[src/mtc_pkg.sv]
`default_nettype none
// ----------------------------------------------------------------------------
// Markup tag counter package
// Shared types, constants and state codes for the tag counter.
// ----------------------------------------------------------------------------
package mtc_pkg;

   localparam logic [7:0] CHAR_LT    = 8'h3C;
   localparam logic [7:0] CHAR_SLASH = 8'h2F;
   localparam logic [7:0] CHAR_GT    = 8'h3E;
   localparam logic [7:0] CHAR_SPACE = 8'h20;

   localparam logic CMD_STREAM = 1'b0;
   localparam logic CMD_READ   = 1'b1;

   localparam logic KIND_TAG  = 1'b0;
   localparam logic KIND_READ = 1'b1;

   typedef enum logic [1:0] {
      PARSE_IDLE  = 2'd0,
      PARSE_AFTER = 2'd1,
      PARSE_CLOSE = 2'd2,
      PARSE_OPEN  = 2'd3
   } parse_mode_type;

   typedef enum logic [2:0] {
      ST_IDLE    = 3'd0,
      ST_READ    = 3'd1,
      ST_COMPARE = 3'd2,
      ST_CHAR    = 3'd3,
      ST_UPDATE  = 3'd4,
      ST_REPLY   = 3'd5
   } ctrl_state_type;

   typedef struct packed {
      logic       command;
      logic [7:0] data_byte;
      logic [3:0] slot;
      logic [4:0] char_pos;
   } req_type;

   typedef struct packed {
      logic        kind;
      logic [3:0]  entry_slot;
      logic [31:0] occurrences;
      logic        is_new;
      logic        dropped_full;
      logic [7:0]  name_char;
      logic [4:0]  name_length;
      logic [4:0]  entries_used;
   } rsp_type;

   typedef struct packed {
      logic load_req;
      logic parse_byte;
      logic read_start;
      logic cmp_start;
      logic cmp_entry;
      logic cmp_char;
      logic cmp_next;
      logic cmp_hit;
      logic update;
      logic reply;
   } cmd_type;

   typedef struct packed {
      logic is_read;
      logic name_done;
      logic entry_done;
      logic entries_done;
      logic char_done;
      logic char_eq;
   } sts_type;

endpackage
`default_nettype wire

[src/mtc_ctrl.sv]
`default_nettype none
// ----------------------------------------------------------------------------
// Markup tag counter controller
// Sequences parsing, the table search and the result strobe.
// ----------------------------------------------------------------------------
module mtc_ctrl
   import mtc_pkg::*;
(
   input  wire logic    clock,
   input  wire logic    reset,
   input  wire logic    start,
   output logic         busy,
   output cmd_type      cmd,
   input  wire sts_type sts
);

   ctrl_state_type state_ff, state_in;

   always_ff @(posedge clock) begin
      if (reset) begin
         state_ff <= ST_IDLE;
      end else begin
         state_ff <= state_in;
      end
   end

   always_comb begin
      state_in = state_ff;
      cmd      = '0;
      busy     = (state_ff != ST_IDLE);
      unique case (state_ff)
         ST_IDLE: begin
            if (start) begin
               cmd.load_req = 1'b1;
               state_in     = ST_READ;
            end
         end
         ST_READ: begin
            if (sts.is_read) begin
               cmd.read_start = 1'b1;
               state_in       = ST_REPLY;
            end else if (sts.name_done) begin
               cmd.cmp_start = 1'b1;
               state_in      = ST_COMPARE;
            end else begin
               cmd.parse_byte = 1'b1;
               state_in       = ST_IDLE;
            end
         end
         ST_COMPARE: begin
            if (sts.entries_done) begin
               state_in = ST_UPDATE;
            end else begin
               cmd.cmp_entry = 1'b1;
               state_in      = ST_CHAR;
            end
         end
         ST_CHAR: begin
            if (sts.entry_done) begin
               cmd.cmp_hit = 1'b1;
               state_in    = ST_UPDATE;
            end else if (sts.char_done || !sts.char_eq) begin
               cmd.cmp_next = 1'b1;
               state_in     = ST_COMPARE;
            end else begin
               cmd.cmp_char = 1'b1;
            end
         end
         ST_UPDATE: begin
            cmd.update = 1'b1;
            state_in   = ST_REPLY;
         end
         ST_REPLY: begin
            cmd.reply = 1'b1;
            state_in  = ST_IDLE;
         end
         default: state_in = ST_IDLE;
      endcase
   end

`ifndef NO_ASSERTIONS
   a_reply_then_idle: assert property (@(posedge clock) disable iff (reset)
      cmd.reply |=> state_ff == ST_IDLE)
      else $error("reply not followed by idle");
   a_accept_then_busy: assert property (@(posedge clock) disable iff (reset)
      cmd.load_req |=> busy)
      else $error("request accepted without going busy");
   a_update_then_reply: assert property (@(posedge clock) disable iff (reset)
      cmd.update |=> cmd.reply)
      else $error("update not followed by reply");
`endif

endmodule
`default_nettype wire

[src/mtc_datapath.sv]
`default_nettype none
// ----------------------------------------------------------------------------
// Markup tag counter datapath
// Name buffer, entry table memories, compare counters and the result register.
// ----------------------------------------------------------------------------
module mtc_datapath
   import mtc_pkg::*;
#(
   parameter int ENTRIES    = 16,
   parameter int NAME_BYTES = 19
) (
   input  wire logic    clock,
   input  wire logic    reset,
   input  wire req_type req,
   input  wire cmd_type cmd,
   output sts_type      sts,
   output rsp_type      rsp,
   output logic         rsp_valid
);

   localparam int EW = (ENTRIES > 1) ? $clog2(ENTRIES) : 1;
   localparam int CW = $clog2(ENTRIES + 1);
   localparam int NW = $clog2(NAME_BYTES + 1);
   localparam int BW = (NAME_BYTES > 1) ? $clog2(NAME_BYTES) : 1;
   localparam int MW = ENTRIES * NAME_BYTES;
   localparam int AW = $clog2(MW);

   req_type        req_ff;
   parse_mode_type mode_ff;
   logic [7:0]     nbuf_ff [NAME_BYTES];
   logic [NW-1:0]  nlen_ff;
   logic [CW-1:0]  used_ff;

   logic [7:0]     key_mem [MW];
   logic [NW-1:0]  len_mem [ENTRIES];
   logic [31:0]    cnt_mem [ENTRIES];

   logic [CW-1:0]  ent_ff;
   logic [NW-1:0]  pos_ff;
   logic [7:0]     key_q_ff;
   logic [NW-1:0]  len_q_ff;
   logic [31:0]    cnt_q_ff;
   logic           found_ff;
   logic           valid_ff;
   logic           rv_ff;
   rsp_type        rsp_ff;

   logic [7:0]     b;
   logic           cur_done;
   logic [EW-1:0]  ent_idx;
   logic [EW-1:0]  rd_ent;
   logic [AW-1:0]  rd_addr;
   logic [AW-1:0]  wr_base;
   logic           room;
   logic [31:0]    cnt_inc;
   logic           add_byte;
   logic [BW-1:0]  add_idx;

   assign b       = req_ff.data_byte;
   assign ent_idx = ent_ff[EW-1:0];
   assign room    = (used_ff < CW'(ENTRIES));

   always_comb begin
      cur_done = 1'b0;
      if (mode_ff == PARSE_CLOSE) begin
         cur_done = (b == CHAR_GT);
      end else if (mode_ff == PARSE_OPEN) begin
         cur_done = (b == CHAR_GT) || (b == CHAR_SPACE);
      end
   end

   assign sts.is_read      = (req_ff.command == CMD_READ);
   assign sts.name_done    = cur_done;
   assign sts.entries_done = (ent_ff >= used_ff);
   assign sts.entry_done   = (pos_ff == len_q_ff) && (pos_ff == nlen_ff);
   assign sts.char_done    = (len_q_ff != nlen_ff);
   assign sts.char_eq      = (key_q_ff == nbuf_ff[pos_ff[BW-1:0]]) ||
                             (pos_ff == nlen_ff);

   always_comb begin
      rd_ent  = ent_idx;
      rd_addr = AW'(ent_idx) * AW'(NAME_BYTES) + AW'(pos_ff);
      if (sts.is_read) begin
         rd_ent  = req_ff.slot[EW-1:0];
         rd_addr = AW'(req_ff.slot[EW-1:0]) * AW'(NAME_BYTES) +
                   AW'(req_ff.char_pos[BW-1:0]);
      end else if (cmd.cmp_entry) begin
         rd_addr = AW'(ent_idx) * AW'(NAME_BYTES);
      end else if (cmd.cmp_char) begin
         rd_addr = AW'(ent_idx) * AW'(NAME_BYTES) + AW'(pos_ff) + AW'(1);
      end
   end

   // Name bytes are also written into the next free slot as they arrive, so
   // an insert only has to set the length and the count.
   assign add_byte = cmd.parse_byte && nlen_ff < NW'(NAME_BYTES) &&
                     ((mode_ff == PARSE_AFTER && b != CHAR_SLASH) ||
                      mode_ff == PARSE_CLOSE || mode_ff == PARSE_OPEN);
   assign add_idx  = (mode_ff == PARSE_AFTER) ? BW'(0) : nlen_ff[BW-1:0];

   assign wr_base = AW'(used_ff[EW-1:0]) * AW'(NAME_BYTES);
   assign cnt_inc = (cnt_q_ff == 32'hFFFF_FFFF) ? cnt_q_ff : cnt_q_ff + 32'd1;

   always_ff @(posedge clock) begin
      key_q_ff <= key_mem[rd_addr];
      len_q_ff <= len_mem[rd_ent];
      cnt_q_ff <= cnt_mem[rd_ent];
      if (add_byte && room) begin
         key_mem[wr_base + AW'(add_idx)] <= b;
      end
      if (cmd.update && found_ff) begin
         cnt_mem[ent_idx] <= cnt_inc;
      end else if (cmd.update && room) begin
         cnt_mem[used_ff[EW-1:0]] <= 32'd1;
         len_mem[used_ff[EW-1:0]] <= nlen_ff;
      end
   end

   always_ff @(posedge clock) begin
      if (cmd.load_req) begin
         req_ff <= req;
      end
      if (add_byte) begin
         nbuf_ff[add_idx] <= b;
      end
   end

   always_ff @(posedge clock) begin
      if (reset) begin
         mode_ff  <= PARSE_IDLE;
         nlen_ff  <= '0;
         used_ff  <= '0;
         ent_ff   <= '0;
         pos_ff   <= '0;
         found_ff <= 1'b0;
         valid_ff <= 1'b0;
         rv_ff    <= 1'b0;
      end else begin
         rv_ff <= cmd.reply;
         if (cmd.parse_byte) begin
            unique case (mode_ff)
               PARSE_IDLE: begin
                  if (b == CHAR_LT) begin
                     mode_ff <= PARSE_AFTER;
                     nlen_ff <= '0;
                  end
               end
               PARSE_AFTER: begin
                  if (b == CHAR_SLASH) begin
                     mode_ff <= PARSE_CLOSE;
                     nlen_ff <= '0;
                  end else begin
                     mode_ff <= PARSE_OPEN;
                     nlen_ff <= NW'(1);
                  end
               end
               default: begin
                  if (nlen_ff < NW'(NAME_BYTES)) begin
                     nlen_ff <= nlen_ff + NW'(1);
                  end
               end
            endcase
         end
         if (cmd.read_start) begin
            valid_ff <= ({1'b0, req_ff.slot} < 5'(used_ff)) &&
                        (32'(req_ff.slot) < ENTRIES);
         end
         if (cmd.cmp_start) begin
            ent_ff   <= '0;
            pos_ff   <= '0;
            found_ff <= 1'b0;
         end
         if (cmd.cmp_entry) begin
            pos_ff <= '0;
         end
         if (cmd.cmp_char) begin
            pos_ff <= pos_ff + NW'(1);
         end
         if (cmd.cmp_next) begin
            ent_ff <= ent_ff + CW'(1);
         end
         if (cmd.cmp_hit) begin
            found_ff <= 1'b1;
         end
         if (cmd.update) begin
            mode_ff <= PARSE_IDLE;
            if (!found_ff && room) begin
               used_ff <= used_ff + CW'(1);
            end
         end
         if (cmd.reply && !sts.is_read) begin
            nlen_ff <= '0;
         end
      end
   end

   always_ff @(posedge clock) begin
      if (cmd.update) begin
         rsp_ff.kind         <= KIND_TAG;
         rsp_ff.name_char    <= '0;
         rsp_ff.name_length  <= 5'(nlen_ff);
         if (found_ff) begin
            rsp_ff.entry_slot   <= 4'(ent_idx);
            rsp_ff.occurrences  <= cnt_inc;
            rsp_ff.is_new       <= 1'b0;
            rsp_ff.dropped_full <= 1'b0;
            rsp_ff.entries_used <= 5'(used_ff);
         end else if (room) begin
            rsp_ff.entry_slot   <= 4'(used_ff[EW-1:0]);
            rsp_ff.occurrences  <= 32'd1;
            rsp_ff.is_new       <= 1'b1;
            rsp_ff.dropped_full <= 1'b0;
            rsp_ff.entries_used <= 5'(used_ff + CW'(1));
         end else begin
            rsp_ff.entry_slot   <= '0;
            rsp_ff.occurrences  <= '0;
            rsp_ff.is_new       <= 1'b0;
            rsp_ff.dropped_full <= 1'b1;
            rsp_ff.entries_used <= 5'(used_ff);
         end
      end
   end

   always_comb begin
      rsp = rsp_ff;
      if (req_ff.command == CMD_READ) begin
         rsp.kind         = KIND_READ;
         rsp.entry_slot   = req_ff.slot;
         rsp.is_new       = 1'b0;
         rsp.dropped_full = 1'b0;
         rsp.entries_used = 5'(used_ff);
         rsp.occurrences  = valid_ff ? cnt_q_ff : '0;
         rsp.name_length  = valid_ff ? 5'(len_q_ff) : '0;
         rsp.name_char    = (valid_ff && ({1'b0, req_ff.char_pos} < 6'(len_q_ff)))
                            ? key_q_ff : '0;
      end
   end

   assign rsp_valid = rv_ff;

`ifndef NO_ASSERTIONS
   a_used_bound: assert property (@(posedge clock) disable iff (reset)
      used_ff <= CW'(ENTRIES))
      else $error("entry count beyond table size");
   a_len_bound: assert property (@(posedge clock) disable iff (reset)
      nlen_ff <= NW'(NAME_BYTES))
      else $error("name length beyond buffer");
   a_used_step: assert property (@(posedge clock) disable iff (reset)
      !cmd.update |=> $stable(used_ff))
      else $error("entry count changed outside update");
`endif

endmodule
`default_nettype wire

[src/markup_tag_counter_unit.sv]
`default_nettype none
// ----------------------------------------------------------------------------
// Markup tag counter unit
// Extracts tag names from a markup byte stream and counts them in a table.
// ----------------------------------------------------------------------------
// A request is taken when start is high and busy is low. A stream byte
// request advances the tag parser; when it ends a name, the name is searched
// in the table entry by entry, one byte per cycle, then counted or inserted,
// and a tag report is strobed on rsp_valid for one cycle. A read request
// returns one name byte, the length and the count of a table entry.
// The search takes the stored entries in turn and compares one name byte
// after another while they match; a hit ends the search. Busy stays high
// until the request is done, so a new request waits for the last one.
// The result is registered and shown for exactly one cycle; the receiver
// cannot stall it. Reset clears the parser, the name length and the entry
// count; table contents are never read before they are written.
// ----------------------------------------------------------------------------
module markup_tag_counter_unit
   import mtc_pkg::*;
#(
   parameter int ENTRIES    = 16,
   parameter int NAME_BYTES = 19
) (
   input  wire logic    clock,
   input  wire logic    reset,
   input  wire logic    start,
   output logic         busy,
   input  wire req_type req_data,
   output logic         rsp_valid,
   output rsp_type      rsp_data
);

   cmd_type cmd;
   sts_type sts;

   mtc_ctrl u_ctrl (
      .clock (clock),
      .reset (reset),
      .start (start),
      .busy  (busy),
      .cmd   (cmd),
      .sts   (sts)
   );

   mtc_datapath #(
      .ENTRIES    (ENTRIES),
      .NAME_BYTES (NAME_BYTES)
   ) u_datapath (
      .clock     (clock),
      .reset     (reset),
      .req       (req_data),
      .cmd       (cmd),
      .sts       (sts),
      .rsp       (rsp_data),
      .rsp_valid (rsp_valid)
   );

endmodule
`default_nettype wire

[config.mk]
export PLATFORM = sky130hd
export DESIGN_NAME = markup_tag_counter_unit
export DESIGN_NICKNAME = d
export VERILOG_FILES = /design/src/mtc_pkg.sv /design/src/mtc_ctrl.sv /design/src/mtc_datapath.sv /design/src/markup_tag_counter_unit.sv
export SDC_FILE = /design/constraint.sdc
export NUM_CORES = 2
export LEC_CHECK = 0
export BUFFER_PORTS_ARGS = -buffer_cell sky130_fd_sc_hd__buf_4
export CELL_PAD_IN_SITES_DETAIL_PLACEMENT = 1
export CELL_PAD_IN_SITES_GLOBAL_PLACEMENT = 1
export CORE_ASPECT_RATIO = 1.75
export CORE_MARGIN = 2
export CORE_UTILIZATION = 25
export DETAILED_ROUTE_END_ITERATION = 6
export PLACE_DENSITY = 0.5
export SLEW_MARGIN = 20
export SYNTH_ARGS = -nofsm -noshare
export SYNTH_HDL_FRONTEND = slang
export SYNTH_SLANG_ARGS = --single-unit
[constraint.sdc]
create_clock -name clock -period 7.7 [get_ports clock]
set_input_delay 0.385 -clock clock [delete_from_list [all_inputs] [get_ports clock]]
set_output_delay 0.385 -clock clock [all_outputs]
set_load 0.02 [all_outputs]
* Yosys cells after proc, flatten, opt, wreduce, memory -nomap -nowiden
Memory sizes are Yosys's and may differ from the RTL's. A register that Yosys moved wholly into a read port is not among the register bits.
Index checks and enable logic that the tools add are counted.
** Operators by class
- $lt $le $gt $ge :: 5
- Mux-type cells :: 67
- Add/subtract/negate cells :: 9
- Multiply operators :: 3
- Equal/unequal tests :: 21
- Reduce and logical (&&, ||, !) cells :: 33
** Operators with widths (count)
- $mux 32 :: 3
- $mux 38 :: 2
- $mux 5 :: 12
- $mux 57 :: 1
- $add 32x1->32 const B :: 1
- $eq 32x32->1 const B :: 1
- $eq 8x6->1 const B :: 4
- $reduce_or 32->1 :: 1
- $mux 1 :: 30
- $add 9x5->9 :: 3
- $mul 4x5->9 const B :: 3
- $mux 9 :: 3
- $mux 3 :: 7
- $add 5x1->5 const B :: 4
- $pmux 3 s5 :: 1
- $eq 5x5->1 :: 2
- $logic_and 1x1->1 :: 10
- $lt 5x5->1 const B :: 2
- $pmux 5 s2 :: 1
- $add 9x1->9 const B :: 1
- $reduce_bool 3->1 :: 3
- $eq 8x8->1 :: 1
- $mux 4 :: 2
- $mux 8 :: 1
- other kinds (23) :: 39
** Storage, ports and cells
- Bits in writable memories :: 3176
- Input port bits :: 21
- Register bits :: 94
- Word-level logic and storage cells :: 161
- Memories :: 4
- Output and inout port bits :: 59
** Memory list
- u_datapath.key_mem :: words 304, width 8, read ports 1, clocked after memory_dff 1, wr ports 1, line mtc_datapath.sv:34 : logic [7:0] key_mem [MW];
- u_datapath.cnt_mem :: words 16, width 32, read ports 1, clocked after memory_dff 1, wr ports 1, line mtc_datapath.sv:36 : logic [31:0] cnt_mem [ENTRIES];
- u_datapath.nbuf_ff :: words 19, width 8, read ports 1, clocked after memory_dff 1, wr ports 1, line mtc_datapath.sv:30 : logic [7:0] nbuf_ff [NAME_BYTES];
- u_datapath.len_mem :: words 16, width 5, read ports 1, clocked after memory_dff 1, wr ports 1, line mtc_datapath.sv:35 : logic [NW-1:0] len_mem [ENTRIES];

* Logic depth before layout (Yosys ltp)
- Word-level depth :: 12
- Depth in mapped cells :: 26
- Mapped depth without buffers :: 22

* Cells and area by module
A second synthesis with hierarchy kept.
** Unflattened totals
- Cell total of the unflattened synthesis :: 9205
- Area, all modules :: 134936.9 µm²
** Modules (own cells, without submodules)
- mtc_datapath :: times used 1, cells an instance 9169, area each 134636.6 µm², seq. area each 98854.8 µm²
- mtc_ctrl :: times used 1, cells an instance 36, area each 300.3 µm², seq. area each 60.1 µm²

* Worst setup path before layout
OpenSTA, ideal clock, no wires.
- Kind :: register -> register
- Start :: register u_datapath.req_ff (netlist bit u_datapath.b[1])
- End :: memory u_datapath.key_mem[112][0] (enable)
- Arrival :: 6889 ps
- Data required time :: 7330 ps
- Buffers on the path :: 1
- Period minus slack after synthesis :: 7259 ps
- Setup slack :: 441 ps
- Cell stages (with the launch flop) :: 10
- Path through :: edfxtp_1 -> or4b_2 -> mux2i_1 -> and3_1 -> nand2b_1 -> nor4_1 -> nor3b_1 -> nand2_1 -> clkbuf_1 -> nor2_1
** On the way
- Word-level cells in the longest chain between the ends :: 12
- Elaborated cells between the ends (all ways) :: 17
- Those cells by class :: eq/ne (3); mux (7); reduce/logical (7)
** Ends and longest elaborated chain
- from (decl) :: line mtc_datapath.sv:28 : req_type req_ff;
- from (signal assigned) :: line mtc_datapath.sv:121 : req_ff <= req;
- $eq 8x6->1 (on tied branches) :: line mtc_datapath.sv:66, mtc_datapath.sv:68
- $logic_or 1x1->1 :: line mtc_datapath.sv:68 : cur_done = (b == CHAR_GT) || (b == CHAR_SPACE);
- $mux 1 :: line mtc_datapath.sv:67 : end else if (mode_ff == PARSE_OPEN) begin
- $mux 1 :: line mtc_datapath.sv:65 : if (mode_ff == PARSE_CLOSE) begin
- $mux 1 :: line mtc_ctrl.sv:42 : end else if (sts.name_done) begin
- $mux 1 :: line mtc_ctrl.sv:39 : if (sts.is_read) begin
- $mux 3 :: line mtc_ctrl.sv:31 : unique case (state_ff)
- $logic_and 1x1->1 :: line mtc_datapath.sv:96 : assign add_byte = cmd.parse_byte && nlen_ff < NW'(NAME_BYTES) &&
- $logic_and 1x1->1 * :: line mtc_datapath.sv:96
- $logic_and 1x1->1 * :: line mtc_datapath.sv:108 : if (add_byte && room) begin
- $mux 1 * :: line mtc_datapath.sv:108
- $mux 1 (not written as such) * :: line mtc_datapath.sv:109 : key_mem[wr_base + AW'(add_idx)] <= b;
- to (decl) :: line mtc_datapath.sv:34
Every way passes the cells marked *; elsewhere a longest branch is shown, timed or not.

==> run_results.csv <==
group,metric,value,unit
run_status,outcome,"finished, violations left",
run_status,violations_in_the_final_reports,"design-rule violations",
worst_setup_path,crit_path_end_kind,"flip-flop",
route,routed_wire_length_per_instance,27.7,µm
timing,final-setup-viol-count,0,
placed_design,port-buffer-count,79,
finish,drive_above_1_share,0.142,
timing,worst_clock_skew_on_the_final_layout,56.7,ps
route,detail_route.drc_violations,7,
synthesis,netlist_instances,9207,
placed_design,gp_routability_congestion,0.855,
worst_hold_path,timing.hold.worst.class,"input port to flip-flop",
worst_setup_path,worst-setup-path-type,"flip-flop to flip-flop",
synthesis,synthesis.yosys.warnings,0,
clock_tree,cts.clk_slew.worst_paths,70,ps
global_route,globalRouteOverflowTotal,0,
synthesis,post_synth_edffs,3242,
finish,final-seq-area,98900,µm²
route,detail-route-antenna-nets,0,
route,post_drt_via_cell_ratio,4.78,
worst_setup_path,timing.reg2reg.setup_slack,370,ps
route,routed_wirelength,471000,µm
route,drtPass1Iterations,7,
finish,layout.cells.most_common,"sky130_fd_sc_hd__edfxtp_1",
placed_design,post-place-cells,16379,
synthesis,netlist-cell-type-count,96,
power_and_ir_drop,post-layout-total-power,44500,µW
die,io-pin-count,80,
route,detailroute.via_count,81151,
clock_tree,post_cts_resize_count,0,
die,rows,356,
synthesis,asyncSetResetFlopFracSynth,0,
die,placeableCoreArea,536000,µm²
global_route,first_pass_grt_wire_length,667000,µm
clock_tree,ctsHtreeMaxLevel,5,
global_route,initial_antenna_violation_count,19,
finish,layout-area-overhead-vs-synth,16.9,%
timing,timing.final.crit_share,0.952,
synthesis,yosysSeqAreaShare,0.735,
global_route,pin_count_of_the_biggest_net_entering_global_routing,177,
timing,timing_limited_maximum_frequency,0.136,GHz
timing,timing_worst_slew_pin_value,1300,ps
finish,postLayoutCellArea,157000,µm²
timing,final.min_clock_period,7330,ps
timing,grt_setup_unrepaired,"no",
synthesis,netlist_area_before_placement,135000,µm²
power_and_ir_drop,ir_worst_vdd,0.000202,V
synthesis,ys_seq_elements,3320,
power_and_ir_drop,power.density,283,nW/µm²
die,die_width,558,µm
worst_setup_path,worstSetupStartpointType,"flip-flop",
finish,layout_common_cells,"sky130_fd_sc_hd__edfxtp_1, sky130_fd_sc_hd__nand2_1, sky130_fd_sc_hd__buf_4, sky130_fd_sc_hd__nand3_1, sky130_fd_sc_hd__nor2_1",
timing,finalHoldWorstSlack,153,ps
placed_design,placed_area,146000,µm²
synthesis,avgSynthCellArea,14.6,µm²
worst_setup_path,critPathArrivalTime,8150,ps
finish,multiInputGateArea,32700,µm²
placed_design,place_ws,337,ps
timing,timing.final.ws_setup,371,ps
synthesis,yosys_most_used_dff,"sky130_fd_sc_hd__edfxtp_1",
route,drt-initial-drc-count,5467,
finish,post_layout_net_count,9659,
finish,finalNonFillerCells,16980,
global_route,first_global_vias,87569,
global_route,gr-usage-all-layers,0.170,
clock_tree,clock_sink_count,3320,
placed_design,estimated_wirelength_of_the_detail_placed_design,312000,µm
power_and_ir_drop,power.leakage,0.0510,µW
clock_tree,clkLatencyLatePin,950,ps
clock_tree,cts-buffers-inserted,318,
timing,final_hold_viols,0,
die,die_h,974,µm
die,dieArea,544000,µm²
clock_tree,cts_root_buf,"sky130_fd_sc_hd__clkbuf_16",
timing,max-slew-margin-rel,0.131,
die,initial_utilization,0.251,
worst_setup_path,required,8520,ps
run,timing.max_cap.violations,0,
clock_tree,clock_tree.buffer_depth,4,
clock_tree,cts_tree,"done",
synthesis,synth_nets,9306,
worst_hold_path,worst_hold_startpoint,"req_data[13]",
finish,fillerInstances,56830,
timing,maxSlewViolCount,0,
worst_setup_path,critical_path.max_fanout,22,
## registers in the layout, indices dropped and copies added, names as in the netlist, named ones only
| register | flops |
|---|---|
| u_datapath.cnt_mem | 512 |
| u_datapath.rsp_ff | 48 |
| u_datapath.nbuf_ff | 152 |
| u_datapath.ent_ff | 5 |
| u_datapath.pos_ff | 5 |
| u_datapath.len_q_ff | 5 |
| u_datapath.rsp_valid | 1 |
| u_datapath.used_ff | 5 |
| u_datapath.sts | 1 |
| u_datapath.mode_ff | 2 |
| u_datapath.cnt_q_ff | 32 |
| u_datapath.req_ff | 9 |
| u_datapath.nlen_ff | 5 |
| u_datapath.found_ff | 1 |
| u_datapath.key_mem | 2432 |
| u_ctrl.state_ff | 3 |
| u_datapath.b | 8 |
| u_datapath.key_q_ff | 8 |
| u_datapath.valid_ff | 1 |
| u_datapath.len_mem | 80 |
## metrics by stage
stage,setup TNS [ps],util
final,0,0.293
after global routing,0,0.293
after CTS,0,0.293
after detailed placement,0,0.273
after global placement,-855,0.273
after floorplan,0,-
## logic make-up (layout without fill, tap and decap cells)
| group | Yosys count | in the layout | share of synthesized area |
|---|---|---|---|
| adder cells (fa/ha/maj) | 79 | 79 | 0.00772 |
| multiplexers | 485 | 485 | 0.0534 |
| AO/OA/AOI/OAI | 1231 | 1231 | 0.0652 |
| XOR/XNOR | 81 | 81 | 0.00527 |
| flip-flops | 3320 | 3320 | 0.735 |
| buffers and inverters | 699 | 1307 | 0.0246 |
| other | 0 | 5 | 0 |
| AND/OR/NAND/NOR | 3312 | 3312 | 0.108 |
## cells in the mapped netlist, types with 10 or more instances
library cell	instances	area, µm²
sky130_fd_sc_hd__a211o_1	11	96.3
sky130_fd_sc_hd__a211oi_1	193	1450
sky130_fd_sc_hd__a21o_1	14	105
sky130_fd_sc_hd__a21oi_1	174	871
sky130_fd_sc_hd__a221o_1	48	480
sky130_fd_sc_hd__a221oi_1	60	526
sky130_fd_sc_hd__a22o_1	18	158
sky130_fd_sc_hd__a22oi_1	41	308
sky130_fd_sc_hd__a311oi_1	95	832
sky130_fd_sc_hd__a31oi_1	212	1330
sky130_fd_sc_hd__a32oi_1	24	210
sky130_fd_sc_hd__and2_1	58	363
sky130_fd_sc_hd__and3_1	208	1300
sky130_fd_sc_hd__buf_1	52	195
sky130_fd_sc_hd__buf_2	215	1080
sky130_fd_sc_hd__buf_4	54	405
sky130_fd_sc_hd__buf_6	23	259
sky130_fd_sc_hd__clkbuf_1	246	923
sky130_fd_sc_hd__dfxtp_1	78	1560
sky130_fd_sc_hd__edfxtp_1	3242	97400
sky130_fd_sc_hd__ha_1	71	888
sky130_fd_sc_hd__inv_1	104	390
sky130_fd_sc_hd__mux2_2	11	124
sky130_fd_sc_hd__mux2i_1	289	2890
sky130_fd_sc_hd__mux4_2	185	4170
sky130_fd_sc_hd__nand2_1	1765	6630
sky130_fd_sc_hd__nand2b_1	16	100
sky130_fd_sc_hd__nand3_1	512	2560
sky130_fd_sc_hd__nand3b_1	28	210
sky130_fd_sc_hd__nand4_1	52	325
sky130_fd_sc_hd__nor2_1	477	1790
sky130_fd_sc_hd__nor2b_1	54	338
sky130_fd_sc_hd__nor3_1	50	250
sky130_fd_sc_hd__nor4_1	10	62.6
sky130_fd_sc_hd__nor4b_1	13	114
sky130_fd_sc_hd__o2111ai_1	39	342
sky130_fd_sc_hd__o211ai_1	17	128
sky130_fd_sc_hd__o21ai_0	150	751
sky130_fd_sc_hd__o22ai_1	10	62.6
sky130_fd_sc_hd__or3_1	10	62.6
sky130_fd_sc_hd__or4_1	22	165
sky130_fd_sc_hd__xnor2_1	44	385
sky130_fd_sc_hd__xor2_1	37	324
## critical path: stages, from the launching register on
cell,delay [ps]
sky130_fd_sc_hd__dfxtp_1,910
sky130_fd_sc_hd__nor2_1,240
sky130_fd_sc_hd__a221o_1,420
sky130_fd_sc_hd__a221oi_2,280
sky130_fd_sc_hd__a2bb2oi_1,230
sky130_fd_sc_hd__or4b_4,570
sky130_fd_sc_hd__nor4_2,650
sky130_fd_sc_hd__a2111o_1,330
sky130_fd_sc_hd__nand3_4,380
sky130_fd_sc_hd__buf_12,350
sky130_fd_sc_hd__buf_4,230
sky130_fd_sc_hd__a211oi_1,210
sky130_fd_sc_hd__a31oi_1,70
sky130_fd_sc_hd__a211oi_1,820
sky130_fd_sc_hd__nor3_1,120
sky130_fd_sc_hd__or4_1,780
sky130_fd_sc_hd__buf_4,230
sky130_fd_sc_hd__nand4_1,220
sky130_fd_sc_hd__nand3_1,130
## final timing paths
| kind | endpoint | depth (start not counted) |
|---|---|---|
| max | u_datapath.key_q_ff[0] | 18 |
| min | u_datapath.b[4] | 2 |
| max reg2reg | u_datapath.key_q_ff[0] | 18 |
| min reg2reg | u_datapath.valid_ff | 2 |
## area by class of cell
| type | instances | share of cell area |
|---|---|---|
| flip-flops and latches | 3320 | 0.629 |
| multi-input cells | 5188 | 0.208 |
| well taps | 7160 | 0.0570 |
| clock buffers | 371 | 0.0531 |
| repair buffers | 627 | 0.0352 |
| clock inverters | 204 | 0.0147 |
| inverters | 105 | 0.00251 |
| diodes | 5 | 0.0000796 |
## power breakdown
part           internal, µW  switching [µW]  total, µW  leakage [µW]
combinational          2260            5420       7680        0.0159
clock                  9330            7190      16500       0.00517
sequential            20100             175      20300        0.0299
total                 31700           12800      44500        0.0510
## routing by layer
layer	vias up	wire [µm]	GRT usage
met4	4	28700	0.0904
met5	-	23	0
li1	35727	-	-
met2	1806	259000	0.326
met3	790	14400	0.0170
met1	42824	169000	0.180
## what timing repair did
action	CTS	global route
hold buffers	20	0
hold endpoints to repair	60	0
buffers inserted	0	0
Power figures use the tool's default switching activity.
